--- src/hdl/shabsh_pkg.sv ---
// Shared types, constants and round functions for the SHA-256 byte stream hasher.
// Used by the message schedule, the compression core and the top level.
// No dependencies.
`default_nettype none

package shabsh_pkg;

    // Sequencer states of the top level.
    typedef enum logic [2:0] {
        ST_IDLE,
        ST_PAD,
        ST_COMP,
        ST_FOLD,
        ST_OUT
    } t_state;

    // Controls for the message schedule window.
    typedef struct packed {
        logic load_byte;
        logic step;
    } t_sched_ctl;

    // Controls for the compression core.
    typedef struct packed {
        logic init;
        logic start;
        logic round;
        logic fold;
        logic shift;
    } t_core_ctl;

    localparam logic [7:0] PAD_BYTE  = 8'h80;
    localparam logic [5:0] LEN_START = 6'd56;
    localparam logic [5:0] BYTE_LAST = 6'd63;
    localparam logic [5:0] ROUND_LAST = 6'd63;
    localparam logic [2:0] WORD_LAST = 3'd7;

    function automatic logic [31:0] rotr(input logic [31:0] x, input int unsigned n);
        rotr = (x >> n) | (x << (32 - n));
    endfunction

    function automatic logic [31:0] ssig0(input logic [31:0] x);
        ssig0 = rotr(x, 7) ^ rotr(x, 18) ^ (x >> 3);
    endfunction

    function automatic logic [31:0] ssig1(input logic [31:0] x);
        ssig1 = rotr(x, 17) ^ rotr(x, 19) ^ (x >> 10);
    endfunction

    function automatic logic [31:0] bsig0(input logic [31:0] x);
        bsig0 = rotr(x, 2) ^ rotr(x, 13) ^ rotr(x, 22);
    endfunction

    function automatic logic [31:0] bsig1(input logic [31:0] x);
        bsig1 = rotr(x, 6) ^ rotr(x, 11) ^ rotr(x, 25);
    endfunction

    // Initial hash value, one word per index.
    function automatic logic [31:0] init_hash(input logic [2:0] idx);
        unique case (idx)
            3'd0: init_hash = 32'h6a09e667;
            3'd1: init_hash = 32'hbb67ae85;
            3'd2: init_hash = 32'h3c6ef372;
            3'd3: init_hash = 32'ha54ff53a;
            3'd4: init_hash = 32'h510e527f;
            3'd5: init_hash = 32'h9b05688c;
            3'd6: init_hash = 32'h1f83d9ab;
            3'd7: init_hash = 32'h5be0cd19;
            default: init_hash = 32'h0;
        endcase
    endfunction

    // Round constants.
    function automatic logic [31:0] round_const(input logic [5:0] idx);
        unique case (idx)
            6'd0:  round_const = 32'h428a2f98;
            6'd1:  round_const = 32'h71374491;
            6'd2:  round_const = 32'hb5c0fbcf;
            6'd3:  round_const = 32'he9b5dba5;
            6'd4:  round_const = 32'h3956c25b;
            6'd5:  round_const = 32'h59f111f1;
            6'd6:  round_const = 32'h923f82a4;
            6'd7:  round_const = 32'hab1c5ed5;
            6'd8:  round_const = 32'hd807aa98;
            6'd9:  round_const = 32'h12835b01;
            6'd10: round_const = 32'h243185be;
            6'd11: round_const = 32'h550c7dc3;
            6'd12: round_const = 32'h72be5d74;
            6'd13: round_const = 32'h80deb1fe;
            6'd14: round_const = 32'h9bdc06a7;
            6'd15: round_const = 32'hc19bf174;
            6'd16: round_const = 32'he49b69c1;
            6'd17: round_const = 32'hefbe4786;
            6'd18: round_const = 32'h0fc19dc6;
            6'd19: round_const = 32'h240ca1cc;
            6'd20: round_const = 32'h2de92c6f;
            6'd21: round_const = 32'h4a7484aa;
            6'd22: round_const = 32'h5cb0a9dc;
            6'd23: round_const = 32'h76f988da;
            6'd24: round_const = 32'h983e5152;
            6'd25: round_const = 32'ha831c66d;
            6'd26: round_const = 32'hb00327c8;
            6'd27: round_const = 32'hbf597fc7;
            6'd28: round_const = 32'hc6e00bf3;
            6'd29: round_const = 32'hd5a79147;
            6'd30: round_const = 32'h06ca6351;
            6'd31: round_const = 32'h14292967;
            6'd32: round_const = 32'h27b70a85;
            6'd33: round_const = 32'h2e1b2138;
            6'd34: round_const = 32'h4d2c6dfc;
            6'd35: round_const = 32'h53380d13;
            6'd36: round_const = 32'h650a7354;
            6'd37: round_const = 32'h766a0abb;
            6'd38: round_const = 32'h81c2c92e;
            6'd39: round_const = 32'h92722c85;
            6'd40: round_const = 32'ha2bfe8a1;
            6'd41: round_const = 32'ha81a664b;
            6'd42: round_const = 32'hc24b8b70;
            6'd43: round_const = 32'hc76c51a3;
            6'd44: round_const = 32'hd192e819;
            6'd45: round_const = 32'hd6990624;
            6'd46: round_const = 32'hf40e3585;
            6'd47: round_const = 32'h106aa070;
            6'd48: round_const = 32'h19a4c116;
            6'd49: round_const = 32'h1e376c08;
            6'd50: round_const = 32'h2748774c;
            6'd51: round_const = 32'h34b0bcb5;
            6'd52: round_const = 32'h391c0cb3;
            6'd53: round_const = 32'h4ed8aa4a;
            6'd54: round_const = 32'h5b9cca4f;
            6'd55: round_const = 32'h682e6ff3;
            6'd56: round_const = 32'h748f82ee;
            6'd57: round_const = 32'h78a5636f;
            6'd58: round_const = 32'h84c87814;
            6'd59: round_const = 32'h8cc70208;
            6'd60: round_const = 32'h90befffa;
            6'd61: round_const = 32'ha4506ceb;
            6'd62: round_const = 32'hbef9a3f7;
            6'd63: round_const = 32'hc67178f2;
            default: round_const = 32'h0;
        endcase
    endfunction

endpackage

`default_nettype wire

--- src/hdl/shabsh_sched.sv ---
// Message schedule: a sixteen-word window that doubles as the block buffer.
// Depends on shabsh_pkg.
`default_nettype none

module shabsh_sched (
    input  wire logic                    i_clk,
    input  wire shabsh_pkg::t_sched_ctl  i_ctl,
    input  wire logic [7:0]              i_byte,
    output logic [31:0]                  o_w
);

    logic [31:0] r_w [16];
    logic [31:0] w_next;

    // Next schedule word from the window taps.
    assign w_next = shabsh_pkg::ssig1(r_w[14]) + r_w[9] + shabsh_pkg::ssig0(r_w[1]) + r_w[0];

    // Bytes enter at the low end of the last word; rounds shift whole words.
    always_ff @(posedge i_clk) begin
        if (i_ctl.load_byte) begin
            for (int i = 0; i < 15; i++) begin
                r_w[i] <= {r_w[i][23:0], r_w[i+1][31:24]};
            end
            r_w[15] <= {r_w[15][23:0], i_byte};
        end else if (i_ctl.step) begin
            for (int i = 0; i < 15; i++) begin
                r_w[i] <= r_w[i+1];
            end
            r_w[15] <= w_next;
        end
    end

    assign o_w = r_w[0];

endmodule

`default_nettype wire

--- src/hdl/shabsh_core.sv ---
// Compression core: chaining value, working variables and the shared round unit.
// Depends on shabsh_pkg.
`default_nettype none

module shabsh_core (
    input  wire logic                   i_clk,
    input  wire logic                   i_rst_n,
    input  wire shabsh_pkg::t_core_ctl  i_ctl,
    input  wire logic [5:0]             i_round,
    input  wire logic [31:0]            i_w,
    output logic [31:0]                 o_h0
);

    logic [31:0] r_h [8];
    logic [31:0] r_v [8];
    logic [31:0] t1;
    logic [31:0] t2;
    logic [31:0] ch;
    logic [31:0] maj;

    // One round of the compression function.
    always_comb begin
        ch  = (r_v[4] & r_v[5]) ^ (~r_v[4] & r_v[6]);
        maj = (r_v[0] & r_v[1]) ^ (r_v[0] & r_v[2]) ^ (r_v[1] & r_v[2]);
        t1  = r_v[7] + shabsh_pkg::bsig1(r_v[4]) + ch + shabsh_pkg::round_const(i_round) + i_w;
        t2  = shabsh_pkg::bsig0(r_v[0]) + maj;
    end

    // Chaining value: initial value, fold after a block, shift out as digest.
    always_ff @(posedge i_clk) begin
        if (!i_rst_n || i_ctl.init) begin
            for (int i = 0; i < 8; i++) begin
                r_h[i] <= shabsh_pkg::init_hash(3'(i));
            end
        end else if (i_ctl.fold) begin
            for (int i = 0; i < 8; i++) begin
                r_h[i] <= r_h[i] + r_v[i];
            end
        end else if (i_ctl.shift) begin
            for (int i = 0; i < 7; i++) begin
                r_h[i] <= r_h[i+1];
            end
        end
    end

    // Working variables.
    always_ff @(posedge i_clk) begin
        if (i_ctl.start) begin
            for (int i = 0; i < 8; i++) begin
                r_v[i] <= r_h[i];
            end
        end else if (i_ctl.round) begin
            r_v[7] <= r_v[6];
            r_v[6] <= r_v[5];
            r_v[5] <= r_v[4];
            r_v[4] <= r_v[3] + t1;
            r_v[3] <= r_v[2];
            r_v[2] <= r_v[1];
            r_v[1] <= r_v[0];
            r_v[0] <= t1 + t2;
        end
    end

    assign o_h0 = r_h[0];

endmodule

`default_nettype wire

--- src/hdl/sha256_byte_stream_hasher.sv ---
// SHA-256 over a byte stream. Each input word carries one message byte (tuser low) or a
// finish request (tuser high). The byte that completes a 64-byte block starts 64 rounds
// on a single round unit, one round per cycle, then folds the result into the chaining
// value, and the input is held off until the fold is done. A finish shifts the padding
// and the 64-bit length into the block one byte per cycle (64 minus the pending byte
// count, or 64 more when 56 or more bytes are pending), runs one or two compressions,
// then offers the eight digest words, first word first, with tlast on the eighth. The
// input is not ready while a block is compressed, padded or the digest is being
// delivered; afterwards the block starts a fresh message. Depends on shabsh_pkg,
// shabsh_sched and shabsh_core.
`default_nettype none

module sha256_byte_stream_hasher (
    input  wire logic        i_clk,
    input  wire logic        i_rst_n,
    input  wire logic        i_s_axis_tvalid,
    output logic             o_s_axis_tready,
    input  wire logic [7:0]  i_s_axis_tdata,   // [7:0] data_byte
    input  wire logic        i_s_axis_tuser,   // [0] kind
    output logic             o_m_axis_tvalid,
    input  wire logic        i_m_axis_tready,
    output logic [39:0]      o_m_axis_tdata,   // [31:0] digest_word, [34:32] word_index
    output logic             o_m_axis_tlast    // last_word
);

    shabsh_pkg::t_state     r_state, n_state;
    logic [5:0]             r_fill, n_fill;
    logic [54:0]            r_blocks, n_blocks;
    logic [63:0]            r_total, n_total;
    logic                   r_first, n_first;
    logic                   r_lenblk, n_lenblk;
    logic                   r_padding, n_padding;
    logic [5:0]             r_rnd, n_rnd;
    logic [2:0]             r_idx, n_idx;

    shabsh_pkg::t_sched_ctl sched_ctl;
    shabsh_pkg::t_core_ctl  core_ctl;
    logic [7:0]             byte_in;
    logic [31:0]            w_cur;
    logic [31:0]            h0;

    shabsh_sched u_sched (
        .i_clk  (i_clk),
        .i_ctl  (sched_ctl),
        .i_byte (byte_in),
        .o_w    (w_cur)
    );

    shabsh_core u_core (
        .i_clk   (i_clk),
        .i_rst_n (i_rst_n),
        .i_ctl   (core_ctl),
        .i_round (r_rnd),
        .i_w     (w_cur),
        .o_h0    (h0)
    );

    // State and control registers.
    always_ff @(posedge i_clk) begin
        if (!i_rst_n) begin
            r_state   <= shabsh_pkg::ST_IDLE;
            r_fill    <= '0;
            r_blocks  <= '0;
            r_first   <= 1'b0;
            r_lenblk  <= 1'b0;
            r_padding <= 1'b0;
            r_rnd     <= '0;
            r_idx     <= '0;
        end else begin
            r_state   <= n_state;
            r_fill    <= n_fill;
            r_blocks  <= n_blocks;
            r_first   <= n_first;
            r_lenblk  <= n_lenblk;
            r_padding <= n_padding;
            r_rnd     <= n_rnd;
            r_idx     <= n_idx;
        end
    end

    // Length field shift register.
    always_ff @(posedge i_clk) begin
        r_total <= n_total;
    end

    // Sequencer: next state and unit controls.
    always_comb begin
        n_state         = r_state;
        n_fill          = r_fill;
        n_blocks        = r_blocks;
        n_total         = r_total;
        n_first         = r_first;
        n_lenblk        = r_lenblk;
        n_padding       = r_padding;
        n_rnd           = r_rnd;
        n_idx           = r_idx;
        sched_ctl       = '0;
        core_ctl        = '0;
        byte_in         = i_s_axis_tdata;
        o_s_axis_tready = 1'b0;
        o_m_axis_tvalid = 1'b0;

        unique case (r_state)
            shabsh_pkg::ST_IDLE: begin
                o_s_axis_tready = 1'b1;
                if (i_s_axis_tvalid) begin
                    if (!i_s_axis_tuser) begin
                        sched_ctl.load_byte = 1'b1;
                        n_fill = r_fill + 6'd1;
                        if (r_fill == shabsh_pkg::BYTE_LAST) begin
                            core_ctl.start = 1'b1;
                            n_rnd   = '0;
                            n_state = shabsh_pkg::ST_COMP;
                        end
                    end else begin
                        // Bit count of the message so far.
                        n_total   = {r_blocks, r_fill, 3'b000};
                        n_padding = 1'b1;
                        n_first   = 1'b1;
                        n_lenblk  = 1'b0;
                        n_state   = shabsh_pkg::ST_PAD;
                    end
                end
            end

            shabsh_pkg::ST_PAD: begin
                // Pad marker, then zeros, then the length in the final block.
                if (r_first) begin
                    byte_in  = shabsh_pkg::PAD_BYTE;
                    n_first  = 1'b0;
                    n_lenblk = (r_fill < shabsh_pkg::LEN_START);
                end else if (r_lenblk && (r_fill >= shabsh_pkg::LEN_START)) begin
                    byte_in = r_total[63:56];
                    n_total = {r_total[55:0], 8'h00};
                end else begin
                    byte_in = 8'h00;
                end
                sched_ctl.load_byte = 1'b1;
                n_fill = r_fill + 6'd1;
                if (r_fill == shabsh_pkg::BYTE_LAST) begin
                    core_ctl.start = 1'b1;
                    n_rnd   = '0;
                    n_state = shabsh_pkg::ST_COMP;
                end
            end

            shabsh_pkg::ST_COMP: begin
                core_ctl.round = 1'b1;
                sched_ctl.step = 1'b1;
                n_rnd = r_rnd + 6'd1;
                if (r_rnd == shabsh_pkg::ROUND_LAST) begin
                    n_state = shabsh_pkg::ST_FOLD;
                end
            end

            shabsh_pkg::ST_FOLD: begin
                core_ctl.fold = 1'b1;
                if (!r_padding) begin
                    n_blocks = r_blocks + 55'd1;
                    n_state  = shabsh_pkg::ST_IDLE;
                end else if (r_lenblk) begin
                    n_idx   = '0;
                    n_state = shabsh_pkg::ST_OUT;
                end else begin
                    // Pad marker spilled past the length field: one more block.
                    n_lenblk = 1'b1;
                    n_state  = shabsh_pkg::ST_PAD;
                end
            end

            shabsh_pkg::ST_OUT: begin
                o_m_axis_tvalid = 1'b1;
                if (i_m_axis_tready) begin
                    core_ctl.shift = 1'b1;
                    n_idx = r_idx + 3'd1;
                    if (r_idx == shabsh_pkg::WORD_LAST) begin
                        // Digest delivered: start a new message.
                        core_ctl.init = 1'b1;
                        n_fill    = '0;
                        n_blocks  = '0;
                        n_padding = 1'b0;
                        n_lenblk  = 1'b0;
                        n_state   = shabsh_pkg::ST_IDLE;
                    end
                end
            end

            default: begin
                n_state = shabsh_pkg::ST_IDLE;
            end
        endcase
    end

    // Digest word output.
    assign o_m_axis_tdata = {5'b00000, r_idx, h0};
    assign o_m_axis_tlast = (r_idx == shabsh_pkg::WORD_LAST);

endmodule

`default_nettype wire
--- config.mk ---
export PLATFORM = sky130hd
export DESIGN_NAME = sha256_byte_stream_hasher
export DESIGN_NICKNAME = d
export VERILOG_FILES = /design/src/hdl/shabsh_pkg.sv /design/src/hdl/shabsh_sched.sv /design/src/hdl/shabsh_core.sv /design/src/hdl/sha256_byte_stream_hasher.sv
export SDC_FILE = /design/constraint.sdc
export NUM_CORES = 2
export LEC_CHECK = 0
export ABC_AREA = 1
export BUFFER_PORTS_ARGS = -buffer_cell sky130_fd_sc_hd__buf_2
export CAP_MARGIN = 20
export CORE_MARGIN = 1
export CORE_UTILIZATION = 35
export CTS_BUF_LIST = sky130_fd_sc_hd__clkbuf_8
export DETAILED_ROUTE_END_ITERATION = 6
export GPL_TIMING_DRIVEN = 0
export PLACE_DENSITY = 0.56
export SKIP_CTS_REPAIR_TIMING = 1
export SLEW_MARGIN = 20
export SYNTH_ARGS = -nofsm -noshare
export SYNTH_HDL_FRONTEND = slang
export SYNTH_HIERARCHICAL = 1
export SYNTH_SLANG_ARGS = --single-unit
--- constraint.sdc ---
create_clock -name i_clk -period 23.2 [get_ports i_clk]
set_input_delay 4.64 -clock i_clk [delete_from_list [all_inputs] [get_ports i_clk]]
set_output_delay 4.64 -clock i_clk [all_outputs]
set_load 0.01 [all_outputs]
Word level (Yosys, flattened, before mapping) --
Memory sizes are Yosys's and may differ from the RTL's. A register that Yosys moved wholly into a read port is not among the register bits. Index checks and enable logic that the tools add are counted. Widths: inputs -> output; s select.
Word-level totals: bits in registers 140, bits in writable memories 1024, bits in read-only memories 2048, logic and storage cells 269, memories kept 4
Memory list:
- (no name shown) | words 64, bits a word 32, read ports 1, clocked after memory_dff 1, write ports 0, RTL line shabsh_pkg.sv:75 | unique case (idx)
- u_sched.r_w | words 16, bits a word 32, read ports 16, clocked after memory_dff 0, write ports 16, RTL line shabsh_sched.sv:12 | logic [31:0] r_w [16];
- u_core.r_h | words 8, bits a word 32, read ports 8, clocked after memory_dff 0, write ports 8, RTL line shabsh_core.sv:14 | logic [31:0] r_h [8];
- u_core.r_v | words 8, bits a word 32, read ports 8, clocked after memory_dff 0, write ports 8, RTL line shabsh_core.sv:15 | logic [31:0] r_v [8];
Operators by class: add/subtract/negate cells 22, magnitude comparators 2, eq/ne operators 19, mux-type cells 128, bitwise logic cells 66, reduce and logical (&&, ||, !) cells 19
Operator list (count):
- $mux 32 | 47
- $add 32x32->32 | 18
- $xor 32x32->32 | 9
- $mux 64 | 4
- $mux 55 | 3
- $and 32x32->32 | 5
- $pmux 64 s2 | 1
- $pmux 55 s2 | 1
- $add 55x1->55 const B | 1
- $mux 6 | 9
- $mux 1 | 40
- $or 1x1->1 | 39
- $pmux 6 s3 | 2
- $mux 3 | 11
- $not 32->32 | 1
- $or 10x32->32 | 1
- $or 13x32->32 | 1
- $or 14x32->32 | 1
- $or 15x32->32 | 1
- $or 19x32->32 | 1
- $or 21x32->32 | 1
- $or 25x32->32 | 1
- $or 26x32->32 | 1
- $or 30x32->32 | 1
- 28 further kinds | 56

Longest topological paths before layout --
An unclocked memory read counts as a cell.
depth in word-level cells 10, gate-level depth with buffers 42, depth with buffers taken out 42

By module --
The synthesis kept the hierarchy.
Modules (own cells, without submodules):
- shabsh_core | times used 1, cells each 6679, area each 49237.2 um^2, sequential area each 15054.4 um^2
- shabsh_sched | times used 1, cells each 2446, area each 27123.5 um^2, sequential area each 15374.7 um^2
- sha256_byte_stream_hasher | times used 1, cells each 964, area each 7070.5 um^2, sequential area each 3353.2 um^2

Worst setup path before layout --
No wires, ideal clock.
path type input to register, from input port i_s_axis_tuser, to memory u_sched.r_w[0][0] (enable), data arrival time 11.616 ns, required time 22.533 ns, slack 10.917 ns, stages on the path 7, cells stage by stage inv_1 > nand2_1 > o21ai_1 > buf_6 > buf_2 > buf_2 > or2_2
RTL lines:
- start: declaration | RTL line sha256_byte_stream_hasher.sv:19 | input wire logic i_s_axis_tuser,
- end: declaration | RTL line shabsh_sched.sv:12

==> impl_metrics.ini <==
[status]
status = finished, violations left
violations = DRC

[finish]
area_growth_pct = 10.8
final_common_cell = nand2_1
final_util_pct = 39.2
layout.cells.most_common_list = 2,355 x nand2_1, 1,530 x inv_1, 1,053 x edfxtp_1
fillCellCount = 24500
fin_cells = 13700
layout-drive-gt1-share_pct = 7.58
fin_nets = 11000
ff_latch_area_um2 = 33800
multi_input_area_um2 = 42300

[floorplan]
die_y_um = 490
die_area_um2 = 240000
num_rows = 178
pin_count = 56
dieWidth_um = 490
start_util_pct = 35.3
fp.coreArea_um2 = 236000

[power_and_ir_drop]
static-leakage-power_nw = 39.6
irDropWorstVdd_mv = 0.0835
cellPowerDensity_nw_per_um2 = 82.9
power_mw = 7.67

[timing]
fin_crit_ns = 10.03
hold_viol = 0
finClkSkew_ns = 0.107
fin_crit_sh_pct = 43.3
worst_pin_slew_ns = 1.23
fmax_ghz = 0.0997
timing.hold.ws_ns = 0.492
finalSetupTns_ns = 0
final-setup-viol-count = 0
finalMaxSlewViolations = 0
rsz0062_at_grt = false
slew_headroom_pct = 17.3

[clock_network]
cts_buffer_depth = 3
cts_sinks = 1161
cts_tree = done
cts_buffers = 212
cts_root_buf = clkbuf_8
cts.clk_slew.worst_paths_ns = 0.06
htree_levels = 4
clk_latency_ns = 1.04

[global_routing]
grt_max_degree = 59
grt_pass1_vias = 73200
antenna_found_initial = 9
grt.overflow.total = 0
grt_usage_pct = 29.9
grt_pass1_wl_um = 519000

[placement]
io_buffers = 50
place_hpwl_um = 297000
gp_congestion = 1.05
placed_cells = 13300

[critical_path]
cp.arrival_ns = 10.72
worst-path-max-fanout = 15
worstSetupEndpointType = flip-flop
critPathMostFrequentCell = inv_1
critical_path.max_stage_delay_ns = 1.02
crit_type = reg2reg
crit_required_ns = 23.88
worst_setup_path_start_kind = flip-flop
cp_slowest_cell = dfxtp_1

[route]
antenna_left = 0
drc = 8
drtIter0Drc = 7952
via_count = 75000
vias_per_cell = 5.48
drt-pass1-iter-count = 7
drt-wirelength-per-cell_um = 26.8
drt-total-wl_um = 367000

[hold_path]
hold_class = reg2reg

[synth]
synthArstFlopShare_pct = 0
synthCells = 10100
synth_edf_count = 1053
synth_ff_type = edfxtp_1
synth.area.top_cells = edfxtp_1 38%, nand2_1 11%, inv_1 6.6%
yosysSeqAreaShare_pct = 40.5
ys_types = 79
syn_area_um2 = 83400
synthDominantCellAreaShare_pct = 37.9
yosysWarnings = 6
synth-seq-cells = 1161
avgSynthCellArea_um2 = 8.27
synth_top_area_cell = edfxtp_1

[job]
cap_violations = 0
[synth_stat cells (52+ instances only)]
cell      count
nand2_1    2358
inv_1      1458
edfxtp_1   1053
o21ai_0     927
nor2_1      713
a21oi_1     679
ha_1        392
nand3_1     359
clkbuf_1    207
xor2_1      205
fa_1        195
xnor2_1     170
mux2_1      119
dfxtp_1     108
nor3_1      102
buf_2        80
nand4_1      80
o21bai_1     70
o21ai_1      55
mux2_2       53
a31oi_1      52
[layout make-up]
type                    count  share of cell area (%)
multi-input cells        7082                    45.7
inverters                1473                    5.98
clock inverters           152                    1.19
plain buffers             377                    2.06
repair buffers             78                    1.03
flip-flops and latches   1161                    36.5
clock buffers             214                    3.18
diodes                      8                  0.0216
well taps                3150                    4.26
[state kept, by name, indices dropped and copies added (netlist names), 3 cells and up]
name	flops
r_blocks	55
r_fill	6
r_idx	3
r_rnd	6
r_state	3
r_total	61
u_core/r_h	256
u_core/r_v	256
u_sched/r_w	512
[cells by family after synthesis]
kind of cell	Yosys count	synth area share, %
adders and majority gates	588	10.6
and+or+nand+nor	3780	18.7
xor gates and xnor gates	375	3.94
other	1	0.00449
DFF	1161	40.5
buffers and inverters	1850	8.89
muxes	222	3.22
AOI/OAI and AO/OA	2112	14.2
[routing by layer]
layer | up-vias | GRT usage [%] | share of wire, %
met2 | 3474 | 47.8 | 45
met3 | 880 | 4.54 | 7.2
met4 | 0 | 21.5 | 8.4
li1 | 34300 | - | -
met1 | 36400 | 36.7 | 39
met5 | - | 0 | 0
[critical path: cells and delay by family (launching register included)]
kind            cells  cell delay [ns]
xor+xnor            1             0.66
flops               1             1.02
simple gates       16             2.90
buf+inv             7             0.95
compound gates      5             0.94
fa+ha+maj           7             3.20
[power breakdown]
part	leakage [nW]	internal (mW)	switching [mW]	total (mW)
Combinational	26.8	0.994	2.14	3.14
Clock	2.30	0.951	0.983	1.93
Sequential	10.5	2.49	0.107	2.60
[worst paths after layout]
check | startpoint | to | slack, ns | depth (start not counted)
setup / recovery | r_rnd[0] | u_core/r_v[0][26] | 13.17 | 36
hold / removal | r_blocks[26] | r_blocks[26] | 0.49 | 1
setup reg to reg | r_rnd[0] | u_core/r_v[0][26] | 13.17 | 36
hold reg to reg | r_blocks[26] | r_blocks[26] | 0.49 | 1
[through the flow]
| step | worst slack [ns] | instance area, um^2 |
|---|---|---|
| after global routing | 12.98 | 92500 |
| after CTS | 13.36 | 92400 |
| after floorplan | 10.92 | 83400 |
| after detailed placement | 13.43 | 88400 |
| after global placement | 7.81 | 87600 |
| final | 13.17 | 92500 |
No activity file was read; power rests on OpenSTA's default activity.
